==> config.mk <==
export PLATFORM = sky130hd
export DESIGN_NAME = wrot_cell
export DESIGN_NICKNAME = d
export VERILOG_FILES = /design/src/sv/wrot_pkg.sv /design/src/sv/wrot_cell.sv
export SDC_FILE = /design/constraint.sdc
export NUM_CORES = 1
export LEC_CHECK = 0
export CELL_PAD_IN_SITES_DETAIL_PLACEMENT = 0
export CELL_PAD_IN_SITES_GLOBAL_PLACEMENT = 1
export CORE_AREA = 2 2 355 357
export CTS_CLUSTER_DIAMETER = 40
export DETAILED_ROUTE_END_ITERATION = 12
export DIE_AREA = 0 0 357 359
export DONT_BUFFER_PORTS = 1
export PLACE_DENSITY = 0.53
export SLEW_MARGIN = 5
export SYNTH_ARGS = -nofsm -noshare
export SYNTH_HDL_FRONTEND = slang
export SYNTH_SLANG_ARGS = --single-unit
==> constraint.sdc <==
create_clock -name clk -period 31.1 [get_ports clk]
set_input_delay 6.22 -clock clk [delete_from_list [all_inputs] [get_ports clk]]
set_output_delay 6.22 -clock clk [all_outputs]
set_load 0.005 [all_outputs]
==> src/sv/wrot_pkg.sv <==
// Shared constants and types for the write range overlap trimmer.
package wrot_pkg;

  localparam int TABLE_DEPTH = 64;
  localparam int ADDR_BITS   = 48;
  localparam int LEN_BITS    = 16;
  localparam int SLOT_BITS   = $clog2(TABLE_DEPTH);
  localparam int FILL_BITS   = SLOT_BITS + 1;

  localparam logic [1:0] OP_PUSH = 2'd0;
  localparam logic [1:0] OP_GET  = 2'd1;
  localparam logic [1:0] OP_MARK = 2'd2;

  localparam logic [1:0] ST_DONE = 2'd0;
  localparam logic [1:0] ST_FULL = 2'd1;
  localparam logic [1:0] ST_NONE = 2'd2;

  // Request that walks the cell chain, one cell per cycle.
  typedef struct packed {
    logic                 valid;
    logic [1:0]           op;
    logic [ADDR_BITS-1:0] s;
    logic [LEN_BITS-1:0]  n;
    logic [LEN_BITS-1:0]  wl;
    logic                 cv;
    logic [SLOT_BITS-1:0] cs;
    logic [FILL_BITS-1:0] fill;
    logic                 hit;
    logic                 reject;
    logic                 split;
    logic [ADDR_BITS-1:0] sp_start;
    logic [LEN_BITS-1:0]  sp_count;
    logic                 sp_copied;
    logic [LEN_BITS-1:0]  sp_len;
    logic [SLOT_BITS-1:0] r_slot;
    logic [ADDR_BITS-1:0] r_start;
    logic [LEN_BITS-1:0]  r_count;
    logic [ADDR_BITS-1:0] r_rs;
    logic [LEN_BITS-1:0]  r_rc;
  } msg_t;

  // Append write broadcast to all cells.
  typedef struct packed {
    logic                 en;
    logic [SLOT_BITS-1:0] idx;
    logic [ADDR_BITS-1:0] start;
    logic [LEN_BITS-1:0]  count;
    logic [ADDR_BITS-1:0] rs;
    logic [LEN_BITS-1:0]  rc;
    logic                 copied;
  } wr_t;

endpackage

==> src/sv/wrot_cell.sv <==
// One table entry cell: trims, matches and forwards the request to its neighbor.
module wrot_cell (
  input  logic                            clk,
  input  logic                            rst,
  input  logic [wrot_pkg::SLOT_BITS-1:0]  cell_idx,
  input  wrot_pkg::msg_t                  msg_i,
  input  wrot_pkg::wr_t                   wr0,
  input  wrot_pkg::wr_t                   wr1,
  output wrot_pkg::msg_t                  msg_o
);

  logic [wrot_pkg::ADDR_BITS-1:0] e_start, e_start_next, e_rs, e_rs_next;
  logic [wrot_pkg::LEN_BITS-1:0]  e_count, e_count_next, e_rc, e_rc_next;
  logic                           e_copied, e_copied_next;
  wrot_pkg::msg_t                 msg_next;

  logic                           live, ov, lower, split_here, full, blocked, front;
  logic [wrot_pkg::ADDR_BITS-1:0] diff_hs, diff_sh;
  logic [wrot_pkg::ADDR_BITS-1:0] wl_a, rc_a;
  logic [wrot_pkg::LEN_BITS-1:0]  d_lo, d_hi, step;
  logic [wrot_pkg::LEN_BITS:0]    rest;
  logic                           load;

  always_comb begin
    live    = msg_i.valid &&
              ({1'b0, cell_idx} < msg_i.fill);
    diff_hs = e_rs - msg_i.s;
    diff_sh = msg_i.s - e_rs;
    wl_a    = wrot_pkg::ADDR_BITS'(msg_i.wl);
    rc_a    = wrot_pkg::ADDR_BITS'(e_rc);
    ov      = (e_rc != '0) && (msg_i.wl != '0) &&
              ((e_rs < msg_i.s) || (diff_hs < wl_a)) &&
              ((msg_i.s < e_rs) || (diff_sh < rc_a));
    lower   = e_rs < msg_i.s;
    d_lo    = diff_sh[wrot_pkg::LEN_BITS-1:0];
    d_hi    = diff_hs[wrot_pkg::LEN_BITS-1:0];
    step    = msg_i.wl - d_hi;
    rest    = {1'b0, e_rc} - {1'b0, d_lo};
    split_here = live && (msg_i.op == wrot_pkg::OP_PUSH) && ov && lower &&
                 ({1'b0, msg_i.wl} < rest);
    full    = msg_i.fill == wrot_pkg::FILL_BITS'(wrot_pkg::TABLE_DEPTH);
    blocked = full ||
              (split_here && (msg_i.fill == wrot_pkg::FILL_BITS'(wrot_pkg::TABLE_DEPTH - 1)));
    front   = !msg_i.cv || ({1'b0, msg_i.cs} >= msg_i.fill);

    e_start_next  = e_start;
    e_count_next  = e_count;
    e_rs_next     = e_rs;
    e_rc_next     = e_rc;
    e_copied_next = e_copied;
    msg_next      = msg_i;
    load          = 1'b0;

    if (live && (msg_i.op == wrot_pkg::OP_PUSH) && ov) begin
      if (blocked) begin
        // leave the table untouched on a full reject
        msg_next.reject = !full || msg_i.reject;
      end else if (!lower) begin
        if (e_rc <= step) begin
          e_rc_next = '0;
        end else begin
          e_rs_next = e_rs + wrot_pkg::ADDR_BITS'(step);
          e_rc_next = e_rc - step;
        end
      end else begin
        e_rc_next = d_lo;
      end
      if (split_here) begin
        msg_next.split     = 1'b1;
        msg_next.sp_start  = e_start;
        msg_next.sp_count  = e_count;
        msg_next.sp_copied = e_copied;
        msg_next.sp_len    = rest[wrot_pkg::LEN_BITS-1:0] - msg_i.wl;
      end
    end

    if (live && (msg_i.op == wrot_pkg::OP_GET) && !msg_i.hit) begin
      if (front) begin
        load = cell_idx == '0;
      end else begin
        load = (cell_idx > msg_i.cs) && !e_copied;
      end
    end
    if (live && (msg_i.op == wrot_pkg::OP_MARK) && msg_i.cv && (cell_idx == msg_i.cs)) begin
      e_copied_next = 1'b1;
      load          = 1'b1;
    end
    if (load) begin
      msg_next.hit     = 1'b1;
      msg_next.r_slot  = cell_idx;
      msg_next.r_start = e_start;
      msg_next.r_count = e_count;
      msg_next.r_rs    = e_rs;
      msg_next.r_rc    = e_rc;
    end

    // appends land in free slots only, never in a cell the request is using
    if (wr0.en && (wr0.idx == cell_idx)) begin
      e_start_next  = wr0.start;
      e_count_next  = wr0.count;
      e_rs_next     = wr0.rs;
      e_rc_next     = wr0.rc;
      e_copied_next = wr0.copied;
    end else if (wr1.en && (wr1.idx == cell_idx)) begin
      e_start_next  = wr1.start;
      e_count_next  = wr1.count;
      e_rs_next     = wr1.rs;
      e_rc_next     = wr1.rc;
      e_copied_next = wr1.copied;
    end
  end

  always_ff @(posedge clk) begin
    e_start  <= e_start_next;
    e_count  <= e_count_next;
    e_rs     <= e_rs_next;
    e_rc     <= e_rc_next;
    e_copied <= e_copied_next;
    if (rst) begin
      msg_o <= '0;
    end else begin
      msg_o <= msg_next;
    end
  end

endmodule

* After elaboration in Yosys (flattened, before gate mapping)
Index checks and enable logic that the tools add are counted.
** Storage, ports and cells
- Register bits :: 444
** Operators by class
- Mux-type cells :: 27
- Add/subtract/negate cells :: 7
- Equal/unequal tests :: 10
- Reductions and logical operators :: 35
- Order comparisons :: 9
** Operator list (number)
- $mux W48 :: 8
- $mux W134 :: 1
- $mux W16 :: 8
- $lt A48 B16 Y1 :: 2
- $lt A48 B48 Y1 :: 2
- $sub A48 B48 Y48 :: 2
- $mux W83 :: 1
- $mux W82 :: 1
- $add A48 B16 Y48 :: 1
- $sub A16 B16 Y16 :: 3
- $reduce_bool A16 Y1 :: 2
- $eq A6 B6 Y1 :: 3
- $logic_and A1 B1 Y1 :: 17
- $lt A16 B17 Y1 :: 1
- $sub A16 B16 Y17 :: 1
- $le A16 B16 Y1 :: 1
- $ne A3 B1 Y1 const B :: 3
- $mux W1 :: 8
- $eq A7 B6 Y1 const B :: 1
- $eq A7 B7 Y1 const B :: 1
- $ge A6 B7 Y1 :: 1
- $lt A6 B7 Y1 :: 1
- $gt A6 B6 Y1 :: 1
- $logic_not A6 Y1 :: 1
- other kinds (9) :: 17

* Logic depth before layout (Yosys ltp)
Gate-level depths: netlist (run 1).
- Depth after elaboration :: 14
- Depth in mapped cells :: 29
- Mapped depth without buffers :: 28

* Worst setup path before layout (run 1)
No wires, ideal clock.
- Path type :: input to register
- Start point :: input msg_i[264] (netlist name)
- End point :: register e_rs[0] (netlist name), enable pin
- Buffers on the path :: 1
- Setup time :: 525 ps
- Required time :: 30575 ps
- Slack :: 16628 ps
- Data arrival time :: 13947 ps
- Stages :: 25
- Cell sequence :: ha_1 -> inv_1 -> fa_1 -> ha_1 -> nor2b_1 -> o21ai_0 -> a21boi_0 -> o21ai_0 -> a21boi_0 -> o21ai_0 -> a21oi_1 -> o41ai_1 -> o21bai_1 -> a21oi_1 -> xor2_1 -> ha_1 -> clkbuf_1 -> a21oi_1 -> o21bai_1 -> a21oi_1 -> nand2_1 -> o41ai_1 -> nor2_1 -> nand2_1 -> o31ai_1
** Between the ends
- Word-level cells in the longest chain between the ends :: 12
- Elaborated cells on any way between the ends :: 24
** Ends and longest elaborated chain
- start: declaration :: line wrot_cell.sv:6 : input wrot_pkg::msg_t msg_i,
- branches (longest 11 deep; another with $sub A48 B48 Y48)
- $reduce_and A4 Y1 (no source line) (*)
- end signal: assignment :: line wrot_cell.sv:116 : e_rs <= e_rs_next;
- end: declaration :: line wrot_cell.sv:12 : logic [wrot_pkg::ADDR_BITS-1:0] e_start, e_start_next, e_rs, e_rs_next;
Mark *: on every way between the ends.
A chain may end at the register's enable or synchronous reset.

* Worst setup path after layout (run 1)
- Start point :: input msg_i[264] (netlist name)
- End point :: register e_rs[44] (netlist name), enable pin
The elaborated chain is that of the path after synthesis.

==> results of run 1 <==
## where the power goes
part           switching (mW)  internal (mW)  leakage (nW)
Combinational           0.330          0.194          9.27
Sequential             0.0221          0.632          3.79
Clock                   0.382          0.652          1.58
## cell usage in the layout (no fill, tap or decap), drive strengths merged, types with 22 or more instances in the layout
cell type    n
edfxtp     129
clkbuf     106
a21oi      204
nand4       59
buf         28
xor2        47
ha         239
o21a        29
nor3        51
nand3       52
nand2      730
inv        277
nor2       266
nor4        29
a211oi      22
o31ai       25
o211ai      32
nor2b       42
xnor2      103
mux2i      227
dfxtp      315
a31oi       28
a21o        67
o21ai      175
o21bai      32
## routing by layer
metal / part of all wire / GRT usage / up-vias
met3: 0.068 / 0.0473 / 211
met1: 0.42 / 0.271 / 12544
li1: - / - / 12158
met5: 0.00025 / 0 / -
met2: 0.49 / 0.387 / 1107
met4: 0.023 / 0.0665 / 6
## worst max-delay path: stages
cell and delay [ns]:
inv_1 0.05, ha_1 0.17, inv_1 0.06, fa_1 0.43, a211oi_2 0.29, o211ai_2 0.20, a21boi_2 0.23, o221ai_1 0.36
xor2_1 0.55, ha_1 0.39, a21o_1 0.22, a221oi_1 0.51, nand4_1 0.15, nor4bb_1 0.38, nand4_1 0.15, nor4_1 0.52
and4_1 0.63, o21ai_0 0.41, o31ai_4 0.30, buf_4 0.64
## logic make-up after synthesis
logic type / count (synthesis)
AOI/OAI and AO/OA: 732
xor gates and xnor gates: 150
adders and majority gates: 246
buffers and inverters: 427
DFF: 444
muxes: 234
and+or+nand+nor: 1308
## worst paths after layout
check                     to  slack [ns]
setup reg to reg    e_rs[44]       23.49
hold reg to reg   msg_o[157]        0.50
hold / removal    msg_o[157]        0.50
setup / recovery    e_rs[44]       18.43
## cell type report
type                            instances  area [um^2]  area share
Multi-Input combinational cell       2670        17300       0.509
Inverter                              253          960      0.0282
Sequential cell                       444        10200       0.299
Clock buffer                          106         2440      0.0716
Tap cell                             1650         2060      0.0607
Antenna cell                           10         25.0    0.000736
Clock inverter                         62          831      0.0244
Timing Repair Buffer                   28          210     0.00618
## state kept, by name, summed over array words and instances, names as in the netlist
register	cells
e_count	16
e_rs	48
msg_o	315
e_copied	1
e_start	48
e_rc	16
## stage by stage
stage                      util  power, mW  cell area (um^2)  std cells
after floorplan               -       1.03             29200       3541
after global placement    0.247       1.19             30700       5045
after detailed placement  0.247       1.19             30700       5045
after CTS                 0.273       2.23             34000       5213
after global routing      0.273       2.32             34000       5220
final                     0.273       2.21             34000       5223
==> flow_summary.toml, run 1 <==
[run_status]
status = "completed"

[clock_network]
clk_pin_slew_ns = 0.05
cts_tree = "yes"
cts_max_level = 3
insertion_delay_ns = 0.72
ctsHoldBuffers = 0
clock-root-buffer = "clkbuf_16"
clkSinkCount = 444
cts_buffer_depth = 3
cts_setup_buffers = 0
cts_resized = 0
cts_buffers = 89

[global_route]
grt_antenna_before_repair = 47
grt_pass1_wl_um = 202000
grt_usage = 0.222
grt.overflow.total = 0
grt_pass1_vias = 26266
grt_max_degree = 124

[logic_synthesis]
yosysTopAreaCell = "dfxtp_1"
synth-simple-area-share = 0.194
synth_nets = 4382
synth_area_leaders = "dfxtp_1, edfxtp_1, ha_1"
ys_types = 96
synth-seq-area-share = 0.348
ys_async_sr_fraction = 0
synth_common_cells = "nand2_1, dfxtp_1, nor2_1"
synth_top_family_by_area = "simple AND/OR/NAND/NOR gates"
synthAdderAreaFrac = 0.107
synth-seq-cells = 444
ys.flop_type = "dfxtp_1"
syn-cell-area_um2 = 29200
synth-xor-area-share = 0.0450
avgSynthCellArea_um2 = 8.25
syn-instance-count = 3541
synth_compound_area_frac = 0.164
synth.most_common_cell = "nand2_1"
ys_warn_count = 0
synth_mux_area_frac = 0.0805
synth_top_area_frac = 0.216
synth_edf_count = 129

[min_path]
min_path_type = "reg -> reg"
whs_path_depth = 2
hp-start = "e_count[6]"

[timing]
whs_ns = 0.503
maxSlewHeadroom = 0.254
hold_violations = 0
setup_viol = 0
period_needed_ns = 12.67
max_freq_mhz = 78.9
fin_skew_ns = 0.0612
worstMarginPinSlew_ns = 1.11
fin_ws_ns = 18.43
rsz0062_at_grt = "false"
setup_tns_ns = 0
fin_crit_sh = 0.407
final_max_slew_viol_count = 0

[placement]
post-place-ws_ns = 17.91
gp_congestion = 0.928
hpwl_um = 121000
portBuffers = 0

[setup_path]
r2r_cells = 18
r2r-start = "e_rs[1]"
crit_fanout = 48
path_class = "in -> reg"
cp-end-kind = "flip-flop"
critPathArrivalTime_ns = 12.97
required_ns = 31.40
cp-startpoint = "msg_i[264]"
startpoint_type = "primary input"

[floorplan]
fp-row-count = 130
core-area_um2 = 125000
start_util = 0.235
pin_count = 910
die_y_um = 359
die_x_um = 357
die_area_um2 = 128000

[routing]
dr.pass1.iters = 5
routed_via_density = 4.98
drcViolationCount = 0
vias = 26026
routedWlPerCell_um = 28.2
first_iter_violations = 1917
antenna_left = 0
routed_wl_um = 147000

[layout]
fillCellCount = 13662
final_nets = 4327
syn_to_final_growth_pct = 16.4
drive_gt1_frac = 0.0693

[pwr]
p_leak_nw = 14.6
peakVddDrop_v = 0.0000587
p_per_area_nw_per_um2 = 65.0

[flow_run]
maxCapViolCount = 0
(Power assumes the default switching activity.)
==> inputs of run 2 (changes only) <==
Settings changed: CORE_AREA 2 2 355 357 to 2 2 359 361, DIE_AREA 0 0 357 359 to 0 0 361 363, PLACE_DENSITY 0.53 to 0.52.
Clock period 31.1 ns to 12.7 ns, I/O delays scaled along.
==> run 2 against run 1 <==
- clock skew down 0.020 ns
- largest cell class unchanged
- die area increased by 2.2%
- core utilization fell by 0.44 points
- final cell count is 0.34% higher
- power rose by 150%
- sequential power up 140%
==> flow_summary.toml, run 2 (synthesis gave the netlist of run 1 again) <==
[run_status]
status = "completed"

[timing]
hold_violations = 0
fin_skew_ns = 0.0417
setup_viol = 0
worstMarginPinSlew_ns = 1.05
max_freq_mhz = 114
setup_tns_ns = 0
maxSlewHeadroom = 0.294
fin_crit_sh = 0.688
final_max_slew_viol_count = 0
whs_ns = 0.510
rsz0062_at_grt = "false"
period_needed_ns = 8.74

[global_route]
grt_antenna_before_repair = 45
grt_max_degree = 150
grt.met2_usage = 0.379
grt.overflow.total = 0
grt_pass1_vias = 25943
grt_pass1_wl_um = 202000
grt.busiest_layer = "met2"
grt.met3_usage = 0.0519
grt_usage = 0.217
met1_usage = 0.260

[clock_network]
clk_pin_slew_ns = 0.05
clkSinkCount = 444
cts_max_level = 3
cts_buffer_depth = 3
insertion_delay_ns = 0.73
ctsHoldBuffers = 0
cts_buffers = 93
cts_tree = "yes"
cts_setup_buffers = 0
clock-root-buffer = "clkbuf_16"
cts_resized = 0

[setup_path]
r2r-end = "e_rs[43]"
path_class = "in -> reg"
r2r_cells = 26
startpoint_type = "primary input"
crit_fanout = 48
r2r-start = "e_rs[0]"
critPathArrivalTime_ns = 9.06
required_ns = 13.02
rrSetupSlack_ns = 5.30
cp-end-kind = "flip-flop"

[pwr]
peakVddDrop_v = 0.000100
p_leak_nw = 14.7
power.total_mw = 5.47
p_per_area_nw_per_um2 = 160

[placement]
portBuffers = 0
place_area_um2 = 30700
gp_congestion = 0.914
hpwl_um = 122000

[floorplan]
die_y_um = 363
start_util = 0.230
core-area_um2 = 127000
fp-row-count = 131
pin_count = 910
die_area_um2 = 131000
die_x_um = 361

[layout]
top_regs = "msg_o (315), e_rs (48), e_start (48)"
drive_gt1_frac = 0.0717
layout.cells.most_common = "nand2_1"
largest_register = "msg_o"
syn_to_final_growth_pct = 16.8
final_nets = 4332
final_cell_mix = "nand2_1, dfxtp_1, nor2_1, inv_1, ha_1"
utilization = 0.269
largest_reg_flops = 315
fillCellCount = 13873
final_area_um2 = 34100

[routing]
drcViolationCount = 0
routed_wl_um = 149000
routedWlPerCell_um = 28.4
first_iter_violations = 1939
dr.pass1.iters = 5
antenna_left = 0
vias = 26001
routed_via_density = 4.96

[flow_run]
maxCapViolCount = 0

[min_path]
whs_path_depth = 2
hp-start = "e_count[3]"
min_to = "msg_o[154]"
min_path_type = "reg -> reg"
[run 2: changes by cell type in the layout (fill, tap and decap cells not counted), moves of 2 or more]
cell	previous run	this run
inv_6	7	15
inv_4	7	4
clkbuf_16	93	96
clkbuf_8	6	8
clkbuf_1	7	5
inv_8	10	8
[run 2: how the worst max path moves through the flow]
stage / start / endpoint / slack (ns) / depth (start not counted)
after global placement: msg_i[264] / e_rs[0] / 3.27 / 20
after CTS: msg_i[264] / e_rs[10] / 4.02 / 21
final: msg_i[264] / e_rs[43] / 3.96 / 25
after detailed placement: msg_i[264] / e_rs[0] / 3.27 / 21
after floorplan: msg_i[264] / e_rs[0] / 1.91 / 25
after global routing: msg_i[264] / e_rs[43] / 3.40 / 24
[run 2: layout make-up]
type,instances,area [um^2],area share
Antenna cell,9,22.5,0.000660
Clock buffer,109,2530,0.0742
Clock inverter,65,827,0.0242
Inverter,253,960,0.0281
Multi-Input combinational cell,2670,17300,0.507
Sequential cell,444,10200,0.298
Tap cell,1662,2080,0.0609
Timing Repair Buffer,29,218,0.00638
[run 2: stage by stage]
stage,instances,worst slack (ns)
2_1_floorplan,3541,1.91
3_3_place_gp,5058,3.27
3_5_place_dp,5058,3.27
4_1_cts,5232,4.02
5_1_grt,5239,3.40
6_report,5241,3.96
[run 2: per-layer routing]
metal,wire (um),up-vias
li1,-,12156
met1,61300,12532
met2,73400,1074
met3,10100,225
met4,3940,14
met5,100,-
[run 2: power breakdown]
group	switching [mW]	internal [mW]	leakage, nW
clock	0.958	1.63	1.62
sequential	0.0554	1.55	3.79
combinational	0.806	0.473	9.28
total	1.82	3.65	14.7
[run 2: critical path, stage by stage]
cell	delay (ns)
ha_1	0.19
inv_1	0.07
fa_1	0.47
ha_1	0.31
nor2b_1	0.13
o21ai_0	0.25
a21boi_0	0.17
o21ai_0	0.24
a21boi_0	0.15
o21ai_0	0.25
a21oi_1	0.14
o41ai_1	0.56
o21bai_1	0.12
a21oi_1	0.31
xor2_1	0.13
ha_1	0.42
a21oi_1	0.10
o21bai_1	0.12
a21oi_1	0.10
nand2_1	0.08
o41ai_1	0.08
nor2_1	0.76
nand2_1	0.27
o31ai_4	0.29
buf_4	0.66
